--- src/sv/hbb_pkg.sv ---
// shared types, constants and tables for the horizontal box blur row core
`default_nettype none

package hbb_pkg;

  localparam int MAX_RADIUS    = 48;
  localparam int MAX_ROW_WIDTH = 4096;

  localparam int CHAN_W    = 8;
  localparam int RADIUS_W  = 6;
  localparam int WIN_DEPTH = 2 * MAX_RADIUS + 1;
  localparam int WIN_AW    = $clog2(WIN_DEPTH);
  localparam int FILL_W    = $clog2(WIN_DEPTH + 1);
  localparam int TAKEN_W   = $clog2(MAX_ROW_WIDTH + 2);
  localparam int SUM_W     = $clog2(WIN_DEPTH * 255 + 1);
  localparam int MULT_W    = 15;
  localparam int PROD_W    = SUM_W + MULT_W;
  localparam int FRAC_BITS = 16;

  localparam int QUEUE_DEPTH = 4;
  localparam int QPTR_W      = $clog2(QUEUE_DEPTH);

  typedef struct packed {
    logic [CHAN_W-1:0] red_in;
    logic [CHAN_W-1:0] green_in;
    logic [CHAN_W-1:0] blue_in;
    logic              row_end_in;
  } pixel_in_t;

  typedef struct packed {
    logic [CHAN_W-1:0] red_out;
    logic [CHAN_W-1:0] green_out;
    logic [CHAN_W-1:0] blue_out;
    logic              row_end_out;
    logic              overlong_row;
  } pixel_out_t;

  typedef struct packed {
    logic [CHAN_W-1:0] red;
    logic [CHAN_W-1:0] green;
    logic [CHAN_W-1:0] blue;
  } pixel_t;

  // one classified input beat, front to back
  typedef struct packed {
    pixel_t              pixel;
    logic                first;
    logic                last;
    logic                overlong;
    logic [RADIUS_W-1:0] radius;
  } cmd_t;

  // one element of the edge-padded stream, sequencer to accumulator
  typedef struct packed {
    pixel_t            pixel;
    logic [WIN_AW-1:0] ptr;
    logic              start;
    logic              old_valid;
    logic              emit;
    logic              last;
    logic              overlong;
    logic [MULT_W-1:0] mult;
  } elem_t;

  // floor(65536 / (2r + 1)), indexed by radius; entry zero is never used
  localparam logic [MULT_W-1:0] MULT_TABLE [64] = '{
    15'd0,
    15'(65536 / 3),   15'(65536 / 5),   15'(65536 / 7),   15'(65536 / 9),
    15'(65536 / 11),  15'(65536 / 13),  15'(65536 / 15),  15'(65536 / 17),
    15'(65536 / 19),  15'(65536 / 21),  15'(65536 / 23),  15'(65536 / 25),
    15'(65536 / 27),  15'(65536 / 29),  15'(65536 / 31),  15'(65536 / 33),
    15'(65536 / 35),  15'(65536 / 37),  15'(65536 / 39),  15'(65536 / 41),
    15'(65536 / 43),  15'(65536 / 45),  15'(65536 / 47),  15'(65536 / 49),
    15'(65536 / 51),  15'(65536 / 53),  15'(65536 / 55),  15'(65536 / 57),
    15'(65536 / 59),  15'(65536 / 61),  15'(65536 / 63),  15'(65536 / 65),
    15'(65536 / 67),  15'(65536 / 69),  15'(65536 / 71),  15'(65536 / 73),
    15'(65536 / 75),  15'(65536 / 77),  15'(65536 / 79),  15'(65536 / 81),
    15'(65536 / 83),  15'(65536 / 85),  15'(65536 / 87),  15'(65536 / 89),
    15'(65536 / 91),  15'(65536 / 93),  15'(65536 / 95),  15'(65536 / 97),
    15'(65536 / 99),  15'(65536 / 101), 15'(65536 / 103), 15'(65536 / 105),
    15'(65536 / 107), 15'(65536 / 109), 15'(65536 / 111), 15'(65536 / 113),
    15'(65536 / 115), 15'(65536 / 117), 15'(65536 / 119), 15'(65536 / 121),
    15'(65536 / 123), 15'(65536 / 125), 15'(65536 / 127)
  };

  function automatic logic [RADIUS_W-1:0] clamp_radius(input logic [RADIUS_W-1:0] r);
    logic [RADIUS_W-1:0] c;
    if (r == '0) begin
      c = RADIUS_W'(1);
    end else if (r > RADIUS_W'(MAX_RADIUS)) begin
      c = RADIUS_W'(MAX_RADIUS);
    end else begin
      c = r;
    end
    return c;
  endfunction

endpackage

`default_nettype wire

--- src/sv/hbb_ram.sv ---
// generic single-write, single-read ram with registered read data
`default_nettype none

module hbb_ram #(
  parameter int WIDTH = 8,
  parameter int DEPTH = 16
) (
  input  logic                     clk,
  input  logic                     wr_en,
  input  logic [$clog2(DEPTH)-1:0] wr_addr,
  input  logic [WIDTH-1:0]         wr_data,
  input  logic                     rd_en,
  input  logic [$clog2(DEPTH)-1:0] rd_addr,
  output logic [WIDTH-1:0]         rd_data
);

  logic [WIDTH-1:0] mem [DEPTH];

  always_ff @(posedge clk) begin
    if (wr_en) begin
      mem[wr_addr] <= wr_data;
    end
    if (rd_en) begin
      rd_data <= mem[rd_addr];
    end
  end

endmodule

`default_nettype wire

--- src/sv/hbb_front.sv ---
// front end: radius register, row pixel count and beat classification
`default_nettype none

module hbb_front import hbb_pkg::*; (
  input  logic                clk,
  input  logic                rst,
  input  logic                cfg_write_enable,
  input  logic [RADIUS_W-1:0] cfg_write_data,
  input  logic                in_valid,
  output logic                in_stall,
  input  pixel_in_t           in_data,
  input  logic                q_full,
  output logic                q_push,
  output cmd_t                q_cmd
);

  logic [RADIUS_W-1:0] radius;
  logic [TAKEN_W-1:0]  taken;
  logic [TAKEN_W-1:0]  taken_next;

  assign in_stall = q_full;
  assign q_push   = in_valid && !q_full;

  // count saturates one past the row width limit
  assign taken_next = (taken > TAKEN_W'(MAX_ROW_WIDTH)) ? taken : taken + 1'b1;

  always_comb begin
    q_cmd.pixel.red   = in_data.red_in;
    q_cmd.pixel.green = in_data.green_in;
    q_cmd.pixel.blue  = in_data.blue_in;
    q_cmd.first       = (taken == '0);
    q_cmd.last        = in_data.row_end_in;
    q_cmd.overlong    = (taken_next > TAKEN_W'(MAX_ROW_WIDTH));
    q_cmd.radius      = clamp_radius(radius);
  end

  always_ff @(posedge clk) begin
    if (rst) begin
      radius <= RADIUS_W'(1);
      taken  <= '0;
    end else begin
      if (cfg_write_enable) begin
        radius <= cfg_write_data;
      end
      if (q_push) begin
        taken <= in_data.row_end_in ? '0 : taken_next;
      end
    end
  end

endmodule

`default_nettype wire

--- src/sv/hbb_queue.sv ---
// short command queue between front end and back end
`default_nettype none

module hbb_queue import hbb_pkg::*; (
  input  logic clk,
  input  logic rst,
  input  logic push,
  input  cmd_t push_cmd,
  output logic full,
  input  logic pop,
  output cmd_t head,
  output logic empty
);

  cmd_t              entries [QUEUE_DEPTH];
  logic [QPTR_W-1:0] wr_ptr;
  logic [QPTR_W-1:0] rd_ptr;
  logic [QPTR_W:0]   count;

  assign full  = (count == (QPTR_W + 1)'(QUEUE_DEPTH));
  assign empty = (count == '0);
  assign head  = entries[rd_ptr];

  always_ff @(posedge clk) begin
    if (push) begin
      entries[wr_ptr] <= push_cmd;
    end
  end

  always_ff @(posedge clk) begin
    if (rst) begin
      wr_ptr <= '0;
      rd_ptr <= '0;
      count  <= '0;
    end else begin
      if (push) begin
        wr_ptr <= (wr_ptr == QPTR_W'(QUEUE_DEPTH - 1)) ? '0 : wr_ptr + 1'b1;
      end
      if (pop) begin
        rd_ptr <= (rd_ptr == QPTR_W'(QUEUE_DEPTH - 1)) ? '0 : rd_ptr + 1'b1;
      end
      if (push && !pop) begin
        count <= count + 1'b1;
      end else if (pop && !push) begin
        count <= count - 1'b1;
      end
    end
  end

`ifndef SYNTHESIS
  a_pop_not_empty: assert property (@(posedge clk) disable iff (rst) pop |-> !empty)
    else $error("queue popped while empty");
  a_push_not_full: assert property (@(posedge clk) disable iff (rst) push |-> !full)
    else $error("queue pushed while full");
`endif

endmodule

`default_nettype wire

--- src/sv/hbb_seq.sv ---
// back end sequencer: expands row beats into the edge-padded pixel stream
`default_nettype none

module hbb_seq import hbb_pkg::*; (
  input  logic  clk,
  input  logic  rst,
  input  logic  adv,
  input  logic  q_empty,
  input  cmd_t  q_head,
  output logic  q_pop,
  output logic  el_valid,
  output elem_t el
);

  typedef enum logic [3:0] {
    ST_IDLE  = 4'b0001,
    ST_LEFT  = 4'b0010,
    ST_PIX   = 4'b0100,
    ST_RIGHT = 4'b1000
  } seq_state_t;

  seq_state_t          state, state_next;
  cmd_t                cur, cur_next;
  logic [RADIUS_W-1:0] pad_cnt, pad_cnt_next;
  logic [RADIUS_W-1:0] row_radius, row_radius_next;
  logic [FILL_W-1:0]   fill, fill_next;
  logic [WIN_AW-1:0]   ptr, ptr_next;
  logic [RADIUS_W-1:0] rad;
  logic [FILL_W-1:0]   win_len;
  logic                issue;
  logic                pop;
  logic                row_done;

  always_comb begin
    state_next      = state;
    cur_next        = cur;
    pad_cnt_next    = pad_cnt;
    row_radius_next = row_radius;
    rad             = row_radius;
    issue           = 1'b0;
    pop             = 1'b0;
    row_done        = 1'b0;
    el.pixel        = cur.pixel;
    el.overlong     = cur.overlong;
    el.last         = 1'b0;
    unique case (state)
      ST_IDLE: begin
        if (!q_empty) begin
          pop         = 1'b1;
          issue       = 1'b1;
          cur_next    = q_head;
          el.pixel    = q_head.pixel;
          el.overlong = q_head.overlong;
          if (q_head.first) begin
            // first pad goes out now, the radius takes effect from here
            rad             = q_head.radius;
            row_radius_next = q_head.radius;
            if (q_head.radius == RADIUS_W'(1)) begin
              state_next = ST_PIX;
            end else begin
              state_next   = ST_LEFT;
              pad_cnt_next = q_head.radius - 1'b1;
            end
          end else if (q_head.last) begin
            state_next   = ST_RIGHT;
            pad_cnt_next = row_radius;
          end
        end
      end
      ST_LEFT: begin
        issue        = 1'b1;
        pad_cnt_next = pad_cnt - 1'b1;
        if (pad_cnt == RADIUS_W'(1)) begin
          state_next = ST_PIX;
        end
      end
      ST_PIX: begin
        issue = 1'b1;
        if (cur.last) begin
          state_next   = ST_RIGHT;
          pad_cnt_next = row_radius;
        end else begin
          state_next = ST_IDLE;
        end
      end
      ST_RIGHT: begin
        issue = 1'b1;
        if (pad_cnt == RADIUS_W'(1)) begin
          el.last    = 1'b1;
          row_done   = 1'b1;
          state_next = ST_IDLE;
        end else begin
          pad_cnt_next = pad_cnt - 1'b1;
        end
      end
      default: begin
        state_next = ST_IDLE;
      end
    endcase

    // window bookkeeping over the padded stream, ring of 2r+1 slots
    win_len      = FILL_W'({rad, 1'b1});
    el.ptr       = ptr;
    el.start     = (fill == '0);
    el.old_valid = (fill == win_len);
    el.emit      = (fill >= win_len - 1'b1);
    el.mult      = MULT_TABLE[rad];
    fill_next    = fill;
    ptr_next     = ptr;
    if (issue) begin
      if (fill != win_len) begin
        fill_next = fill + 1'b1;
      end
      ptr_next = (ptr == WIN_AW'(win_len - 1'b1)) ? '0 : ptr + 1'b1;
      if (row_done) begin
        fill_next = '0;
        ptr_next  = '0;
      end
    end
  end

  assign el_valid = issue;
  assign q_pop    = pop && adv;

  always_ff @(posedge clk) begin
    if (adv) begin
      cur <= cur_next;
    end
  end

  always_ff @(posedge clk) begin
    if (rst) begin
      state      <= ST_IDLE;
      pad_cnt    <= '0;
      row_radius <= RADIUS_W'(1);
      fill       <= '0;
      ptr        <= '0;
    end else if (adv) begin
      state      <= state_next;
      pad_cnt    <= pad_cnt_next;
      row_radius <= row_radius_next;
      fill       <= fill_next;
      ptr        <= ptr_next;
    end
  end

`ifndef SYNTHESIS
  a_pads_left: assert property (@(posedge clk) disable iff (rst)
    (state == ST_LEFT || state == ST_RIGHT) |-> pad_cnt != '0)
    else $error("pad phase entered with no pads left");
`endif

endmodule

`default_nettype wire

--- src/sv/hbb_accum.sv ---
// back end datapath: window ring, running sums, scaling and output register
`default_nettype none

module hbb_accum import hbb_pkg::*; (
  input  logic       clk,
  input  logic       rst,
  output logic       adv,
  input  logic       el_valid,
  input  elem_t      el,
  output logic       out_valid,
  input  logic       out_stall,
  output pixel_out_t out_data
);

  elem_t             s1;
  logic              s1_valid;
  logic [$bits(pixel_t)-1:0] rd_data;
  pixel_t            old_px;
  logic [SUM_W-1:0]  red_sum, green_sum, blue_sum;
  logic [SUM_W-1:0]  red_sum_next, green_sum_next, blue_sum_next;
  logic              s2_valid;
  logic              s2_last;
  logic              s2_overlong;
  logic [MULT_W-1:0] s2_mult;
  logic [PROD_W-1:0] red_prod, green_prod, blue_prod;

  function automatic logic [SUM_W-1:0] sum_step(
    input logic [SUM_W-1:0]  sum,
    input logic [CHAN_W-1:0] add,
    input logic [CHAN_W-1:0] sub,
    input logic              start,
    input logic              old_valid
  );
    logic [SUM_W-1:0] base;
    logic [SUM_W-1:0] drop;
    base = start ? '0 : sum;
    drop = old_valid ? SUM_W'(sub) : '0;
    return base + SUM_W'(add) - drop;
  endfunction

  // whole back pipeline moves together
  assign adv = !out_valid || !out_stall;

  hbb_ram #(
    .WIDTH ($bits(pixel_t)),
    .DEPTH (WIN_DEPTH)
  ) u_ring (
    .clk     (clk),
    .wr_en   (adv && s1_valid),
    .wr_addr (s1.ptr),
    .wr_data (s1.pixel),
    .rd_en   (adv && el_valid),
    .rd_addr (el.ptr),
    .rd_data (rd_data)
  );

  assign old_px = rd_data;

  always_comb begin
    red_sum_next   = sum_step(red_sum, s1.pixel.red, old_px.red, s1.start, s1.old_valid);
    green_sum_next = sum_step(green_sum, s1.pixel.green, old_px.green, s1.start,
                              s1.old_valid);
    blue_sum_next  = sum_step(blue_sum, s1.pixel.blue, old_px.blue, s1.start, s1.old_valid);
  end

  // the sum registers hold the sums of the beat in stage two whenever that beat is valid
  assign red_prod   = red_sum * s2_mult;
  assign green_prod = green_sum * s2_mult;
  assign blue_prod  = blue_sum * s2_mult;

  always_ff @(posedge clk) begin
    if (adv) begin
      s1          <= el;
      s2_last     <= s1.last;
      s2_overlong <= s1.overlong;
      s2_mult     <= s1.mult;
      out_data.red_out      <= red_prod[FRAC_BITS +: CHAN_W];
      out_data.green_out    <= green_prod[FRAC_BITS +: CHAN_W];
      out_data.blue_out     <= blue_prod[FRAC_BITS +: CHAN_W];
      out_data.row_end_out  <= s2_last;
      out_data.overlong_row <= s2_overlong;
    end
  end

  always_ff @(posedge clk) begin
    if (rst) begin
      s1_valid  <= 1'b0;
      s2_valid  <= 1'b0;
      out_valid <= 1'b0;
      red_sum   <= '0;
      green_sum <= '0;
      blue_sum  <= '0;
    end else if (adv) begin
      s1_valid  <= el_valid;
      s2_valid  <= s1_valid && s1.emit;
      out_valid <= s2_valid;
      if (s1_valid) begin
        red_sum   <= red_sum_next;
        green_sum <= green_sum_next;
        blue_sum  <= blue_sum_next;
      end
    end
  end

`ifndef SYNTHESIS
  a_sum_bound: assert property (@(posedge clk) disable iff (rst)
    red_sum <= SUM_W'(WIN_DEPTH * 255) && green_sum <= SUM_W'(WIN_DEPTH * 255)
    && blue_sum <= SUM_W'(WIN_DEPTH * 255))
    else $error("window sum beyond full window of white pixels");
  a_old_only_mid_row: assert property (@(posedge clk) disable iff (rst)
    s1_valid && s1.old_valid |-> !s1.start)
    else $error("ring read subtracted at row start");
`endif

endmodule

`default_nettype wire

--- src/sv/horizontal_box_blur_row_core.sv ---
// top level of the horizontal box blur row core
//
//  channel | handshake              | payload
//  --------+------------------------+----------------------------------
//  input   | in_valid / in_stall    | in_data  (pixel_in_t), one pixel
//  output  | out_valid / out_stall  | out_data (pixel_out_t), one pixel
//  config  | cfg_write_enable       | cfg_write_data (radius, 6 bits)
//
// the back sequencer issues one element per pixel plus r pad elements at each
// row edge, so a row of n pixels becomes n + 2r elements; a result passes
// through stage one, stage two and the output register after the sequencer
// issues the beat that completes its window. reset is synchronous; the window
// ring needs no clearing pass. out_stall with out_valid high freezes the whole
// back pipeline, and in_stall rises once the four-entry command queue is full.
`default_nettype none

module horizontal_box_blur_row_core import hbb_pkg::*; (
  input  logic                clk,
  input  logic                rst,
  input  logic                cfg_write_enable,
  input  logic [RADIUS_W-1:0] cfg_write_data,
  input  logic                in_valid,
  output logic                in_stall,
  input  pixel_in_t           in_data,
  output logic                out_valid,
  input  logic                out_stall,
  output pixel_out_t          out_data
);

  logic  q_full;
  logic  q_push;
  cmd_t  q_cmd;
  logic  q_pop;
  logic  q_empty;
  cmd_t  q_head;
  logic  adv;
  logic  el_valid;
  elem_t el;

  hbb_front u_front (
    .clk              (clk),
    .rst              (rst),
    .cfg_write_enable (cfg_write_enable),
    .cfg_write_data   (cfg_write_data),
    .in_valid         (in_valid),
    .in_stall         (in_stall),
    .in_data          (in_data),
    .q_full           (q_full),
    .q_push           (q_push),
    .q_cmd            (q_cmd)
  );

  hbb_queue u_queue (
    .clk      (clk),
    .rst      (rst),
    .push     (q_push),
    .push_cmd (q_cmd),
    .full     (q_full),
    .pop      (q_pop),
    .head     (q_head),
    .empty    (q_empty)
  );

  hbb_seq u_seq (
    .clk      (clk),
    .rst      (rst),
    .adv      (adv),
    .q_empty  (q_empty),
    .q_head   (q_head),
    .q_pop    (q_pop),
    .el_valid (el_valid),
    .el       (el)
  );

  hbb_accum u_accum (
    .clk       (clk),
    .rst       (rst),
    .adv       (adv),
    .el_valid  (el_valid),
    .el        (el),
    .out_valid (out_valid),
    .out_stall (out_stall),
    .out_data  (out_data)
  );

endmodule

`default_nettype wire

--- config.mk ---
export PLATFORM = sky130hd
export DESIGN_NAME = horizontal_box_blur_row_core
export DESIGN_NICKNAME = d
export VERILOG_FILES = /design/src/sv/hbb_pkg.sv /design/src/sv/hbb_ram.sv /design/src/sv/hbb_front.sv /design/src/sv/hbb_queue.sv /design/src/sv/hbb_seq.sv /design/src/sv/hbb_accum.sv /design/src/sv/horizontal_box_blur_row_core.sv
export SDC_FILE = /design/constraint.sdc
export NUM_CORES = 2
export LEC_CHECK = 0
export BUFFER_PORTS_ARGS = -buffer_cell sky130_fd_sc_hd__buf_2
export CORE_ASPECT_RATIO = 2
export CORE_MARGIN = 4
export CORE_UTILIZATION = 40
export DETAILED_ROUTE_END_ITERATION = 8
export SYNTH_ARGS = -nofsm -noshare
export SYNTH_HDL_FRONTEND = slang
export SYNTH_SLANG_ARGS = --single-unit
--- constraint.sdc ---
create_clock -name clk -period 6.4 [get_ports clk]
set_input_delay 1.28 -clock clk [delete_from_list [all_inputs] [get_ports clk]]
set_output_delay 1.28 -clock clk [all_outputs]
set_load 0.01 [all_outputs]
# == Yosys cells after proc, flatten, opt, wreduce, memory -nomap -nowiden ==
# Memories as Yosys holds them, arrays and structs flattened. A register that Yosys moved wholly into a read port is not among the register bits.
# Cells that the tools add are included.
# W data, S select, Z words.
# totals
output_inout_bits,28
mem_bits_ro,960
mem_bits_rw,2460
ff_bits,209
in_bits,36
n_memories,3
# classes
reduce_logical,27
mux,51
add_sub_neg,16
n_eq_ne,19
bitwise,2
order_cmp,4
mul,3
# memory_table
memory,depth,word_bits,read_ports,rd_clocked_by_memory_dff,write_ports,line,source
u_accum.u_ring.mem,97,24,1,1,1,hbb_ram.sv:17,logic [WIDTH-1:0] mem [DEPTH];
(no name shown),64,15,1,1,0,hbb_seq.sv:107,el.mult = MULT_TABLE[rad];
u_queue.entries,4,33,1,1,1,hbb_queue.sv:15,cmd_t entries [QUEUE_DEPTH];
# ops
operator,n
$mul A15 B15 Y24,3
$mux W6,11
$mux W24,2
$add A15 B8 Y15,3
$mux W15,3
$sub A15 B15 Y15,3
$mux W7,4
$gt A13 B13 Y1 const B,2
$mux W13,2
$mux W4,6
$mux W8,3
$pmux W6 S4,1
$pmux W4 S4,1
$add A7 B1 Y7 const B,2
$eq A7 B7 Y1,2
$add A13 B1 Y13 const B,1
$logic_not A13 Y1,1
$eq A6 B1 Y1 const B,2
$sub A6 B1 Y6 const B,2
$mux W1,10
$mux W3,3
$mux W2,4
$ge A7 B7 Y1,1
$logic_and A1 B1 Y1,7
other kinds (31),43

# == Longest topological paths before layout ==
# logic_depth
ltp_word,7
depth_mapped,24

# == Modules after synthesis ==
# From an unflattened synthesis, not the netlist that was laid out.
# hier_totals
cells_unflattened,7500
area_unflattened_um2,127669.9
# modules_own_cells
mod,area_each_um2,cells_each,seq_area_each_um2,instances
hbb_ram,89513.4,3624,70627.7,1
hbb_accum,26314.0,2844,3783.6,1
hbb_queue,5248.8,217,4144.0,1
hbb_seq,5021.1,607,1381.3,1
hbb_front,1572.8,208,380.4,1

# == Least setup slack after synthesis ==
# No wires, ideal clock.
# synth_timing
path_type,reg2reg
startpoint,register u_accum.s2_mult[0]
endpoint,register u_accum.out_data[9] (netlist name)
path_stages_with_launch,23
slack_ps,170
synth_period_minus_slack_ps,6230
t_required_ps,6134
path_buffers,2
setup_ps,266
arrival_ps,5964
cell_sequence,edfxtp_1 clkbuf_1 clkbuf_1 and2_1 fa_1 inv_1 fa_1 inv_1 fa_1 fa_1 fa_1 inv_1 fa_1 inv_1 ha_1 nand4_1 a2111oi_0 nand2_1 a311oi_1 o21ai_0 a21boi_0 o41ai_1 xnor2_1
# synth_between
elab_chain_cells,1
# synth_rtl
item,line,source
"start, declared",hbb_accum.sv:24,logic [MULT_W-1:0] s2_mult;
"start signal, assigned",hbb_accum.sv:76,s2_mult <= s1.mult;
$mul A15 B15 Y24,hbb_accum.sv:69,assign blue_prod = blue_sum * s2_mult;
via u_accum.blue_prod[23],hbb_accum.sv:25,"logic [PROD_W-1:0] red_prod, green_prod, blue_prod;"
# The timed path passes the listed nets, and every way through them passes these cells.
# A chain may end at the register's enable or synchronous reset.

# == Worst setup path after layout ==
# layout_timing
startpoint,register u_accum.s2_mult[0]
endpoint,register u_accum.out_data[25] (netlist name)
# layout_between
elab_chain_cells,1
# layout_rtl
item,line,source
$mul A15 B15 Y24,hbb_accum.sv:67,assign red_prod = red_sum * s2_mult;
via u_accum.red_prod[23],hbb_accum.sv:25,
# The timed path passes the listed nets, and every way through them passes these cells.

==> summary.txt <==
Power
  • Pwr Total: 59.8 mW
  • Switching Share: 0.353
  • Clock power frac: 0.232
  • P_sw: 21.1 mW
  • Internal power: 38.7 mW
  • Peak VDD IR: 296 uV
  • Comb pwr share: 0.370
  • Power Dens Cells: 427 nW/um^2
  • Flop pwr share: 0.397
  • Pleak: 47.6 nW

Die
  • Die Span Y: 801 um
  • Row count: 290
  • IO Pins: 64
  • Initial core utilization: 0.402
  • Die Wd: 404 um
  • CORE AREA: 312000 sq um
  • Die area: 324000 sq um

Synthesis
  • Top-area cell type share of the netlist area: 0.622
  • Simple-gate share of the synthesized area: 0.0511
  • Synth top area cells: edfxtp_1 62%, mux4_2 14%, fa_1 7.7%, ha_1 2.6%, and2_1 2.1%
  • Cells after Synth: 7181
  • Largest family of logic cells by synthesized area: multiplexers
  • Yosys top cell by area: edfxtp_1
  • XOR/XNOR share of the synthesized area: 0.00794
  • Synth async-reset ratio: 0
  • Mux share of post-synthesis cell area: 0.147
  • Synth Area in Adders: 0.103
  • Avg Cell Area, Syn: 17.5 sq um
  • Register area share after synthesis: 0.639
  • Netlist cell types: 82
  • Netlist Area Pre-Place: 126000 sq um
  • Synth warn: 0
  • Compound-gate portion of the synthesized area: 0.0189
  • Main synth FF type: edfxtp_1
  • #FFs+latches synth: 2710
  • EDFF count, synth: 2604
  • Synth Net Count: 7964

Routing
  • Vias per cell: 5.55
  • Via count: 65199
  • Drt total wl: 347 mm
  • Post-DRT Antenna Nets: 0
  • Drt pass-1 iters: 8
  • Initial drt markers: 5571
  • Remaining DRCs: 0
  • Routed WL per cell: 29.6 um

CTS
  • H-tree depth: 4
  • TritonCTS Sinks: 2710
  • CTS tree: yes
  • Clock-pin slew on the worst setup and hold paths: 0.07 ns
  • Worst-Skew Late Latency: 0.91 ns
  • Maximum clock path buffer count: 4
  • Num CTS Buffers: 231
  • Cts hold-fix bufs: 0
  • CTS root buffer: clkbuf_16

Global routing
  • Met2 Use GR: 0.413
  • Vias in the first global route: 70191
  • Largest net degree at the start of global routing: 98
  • Total global routing overflow: 0
  • Grt peak-use layer: met2
  • GRT met1 Usage: 0.227
  • Met3 Use GR: 0.0242
  • Antenna violations before repair: 40
  • Global-route wire length before repair: 501 mm
  • Tot GR Track Use: 0.215

Setup path
  • Slowest stage cell, crit path: fa_1
  • Worst path buffer plus inverter count: 8
  • R2R Setup Slk: 0.24 ns
  • Critical Path Stages: 24
  • CP endpoint kind: flip-flop
  • Reg-to-Reg End: u_accum.out_data[25]$_DFFE_PN_
  • Crit path cell chain: buf_6 -> and2_1 -> fa_1 -> inv_1 -> fa_1 -> inv_1 -> fa_1 -> inv_1 -> fa_1 -> inv_1 -> fa_1 -> inv_1 -> fa_1 -> inv_1 -> ha_1 -> and3_1 -> and3_1 -> o211ai_1 -> a21oi_2 -> o211ai_1 -> buf_4 -> a21oi_4 -> a21oi_2 -> xnor2_1
  • CP Max Fanout: 9
  • Reg-to-Reg Start: u_accum.s2_mult[0]$_DFFE_PN_
  • Crit path capture: u_accum.out_data[25]$_DFFE_PN_
  • Setup crit start: u_accum.s2_mult[0]$_DFFE_PN_
  • WS Path Type: flip-flop to flip-flop
  • Max incr delay on CP: 0.57 ns
  • Largest delay share family, worst path: adder cells
  • Critical path arrival: 6.80 ns
  • Critical path launch point type: flip-flop
  • R2r worst-path depth: 24
  • Crit path required time: 7.04 ns

Place
  • RePlAce Congestion: 0.884
  • DP Wirelength: 230 mm
  • Port bufs: 63
  • Pre-CTS setup slack: -0.102 ns

Cells and area
  • Most common cell after layout, fill and taps aside: edfxtp_1
  • Area of the multi-input gates: 41600 sq um
  • Commonest cells after routing, fill and taps aside: 2604 x edfxtp_1, 777 x mux4_2, 675 x inv_1, 484 x fa_1, 469 x nand2_1
  • Register area: 80300 sq um
  • Final Net Count: 8226
  • Area growth syn-to-layout: 11.4%
  • Fillcell total: 26827
  • Share of cells above drive strength 1: 0.223

STA
  • WHS: 0.428 ns
  • RSZ-0062 raised after global routing: yes
  • Pins Over Slew Limit: 0
  • Worst-Margin Slew: 1.29 ns
  • Final period util: 0.963
  • Worst Slack Setup Final: 0.239 ns
  • Clock skew: 0.0923 ns
  • Rel. slew slack: 0.137
  • Setup violators final: 0
  • Final Hold Vio Count: 0
  • Max Fclk: 0.162 GHz
  • Fin crit period: 6.16 ns

Run
  • Max-Cap Viols: 0

Outcome
  • Run status: completed

Min path
  • Hold Path Class: flip-flop to flip-flop
-- metal layers --
| metal | routed length (um) | part of all wire |
|---|---|---|
| met5 | 65 | 0.00019 |
| met4 | 22200 | 0.064 |
| met3 | 16100 | 0.046 |
| met2 | 195000 | 0.56 |
| met1 | 114000 | 0.33 |
-- sequential cells by signal (all words and copies together), names as in the netlist, 24 cells and up, named ones only --
signal,count
u_accum.u_ring.mem,2328
u_queue.entries,132
u_seq.cur,26
u_accum.s1,51
u_accum.out_data,26
u_accum.u_ring.rd_data,24
-- area by class of cell --
| cell class | count | share of cell area |
|---|---|---|
| sequential | 2710 | 0.573 |
| multi-input combinational | 3420 | 0.297 |
| clock buffer | 288 | 0.0436 |
| tap | 4088 | 0.0365 |
| timing repair buffer | 397 | 0.0222 |
| inverter | 683 | 0.0184 |
| clock inverter | 131 | 0.00826 |
| antenna | 40 | 0.000714 |
-- cells by family (layout without fill, tap and decap cells) --
kind of cell             count (synthesis)  count (layout)
adder cells (fa/ha/maj)                747             747
flip-flops                            2710            2710
other                                    0              40
multiplexers                           871             871
XOR/XNOR                               114             114
buffers and inverters                 1051            1499
AND/OR/NAND/NOR                       1315            1315
AO/OA/AOI/OAI                          373             373
-- per-stage QoR --
step	util	std cells	setup TNS (ns)	instance area [sq um]
after floorplan	-	7181	0	126000
after global placement	0.425	11297	-0.0193	133000
after detailed placement	0.425	11297	-0.549	133000
after CTS	0.448	11717	0	140000
after global routing	0.448	11745	-0.0167	140000
final	0.448	11757	0	140000
-- power groups by stage --
stage / sequential (mW) / clock [mW] / combinational [mW]
after global routing: 23.8 / 14.8 / 24.6
after detailed placement: 24.2 / 0 / 22.5
after floorplan: 24.7 / 0 / 13.5
after global placement: 24.1 / 0 / 22.0
final: 23.8 / 13.9 / 22.2
after CTS: 23.8 / 14.2 / 22.5
-- synth_stat cells (45+ instances only) --
master       n
a21oi_1    114
and2_1     416
buf_2       73
clkbuf_1   253
dfxtp_1    106
edfxtp_1  2604
fa_1       484
ha_1       263
inv_1      675
mux2_2      56
mux4_2     777
nand2_1    470
nor2_1     237
nor3_1      45
o21ai_0     79
xnor2_1     92
-- what timing repair did --
item,in CTS,in global routing
gates resized for setup,1,19
pin swaps,1,6
endpoints found under the setup margin,8,14
gates cloned,0,0
buffers inserted,1,0
-- worst min path at each step --
stage	startpoint	cells after the start	to	slack (ns)
2_1_floorplan	u_accum.s2_overlong$_DFFE_PN_	0	u_accum.out_data[0]$_DFFE_PN_	0.40
3_3_place_gp	u_accum.s1[15]$_DFFE_PN_	0	u_accum.s2_overlong$_DFFE_PN_	0.41
3_5_place_dp	u_accum.s2_overlong$_DFFE_PN_	0	u_accum.out_data[0]$_DFFE_PN_	0.41
4_1_cts	u_accum.s1[6]$_DFFE_PN_	0	u_accum.s2_mult[6]$_DFFE_PN_	0.43
5_1_grt	u_accum.s1[6]$_DFFE_PN_	0	u_accum.s2_mult[6]$_DFFE_PN_	0.44
6_report	u_accum.s1[6]$_DFFE_PN_	0	u_accum.s2_mult[6]$_DFFE_PN_	0.43
No activity file was read; power rests on OpenSTA's default activity.
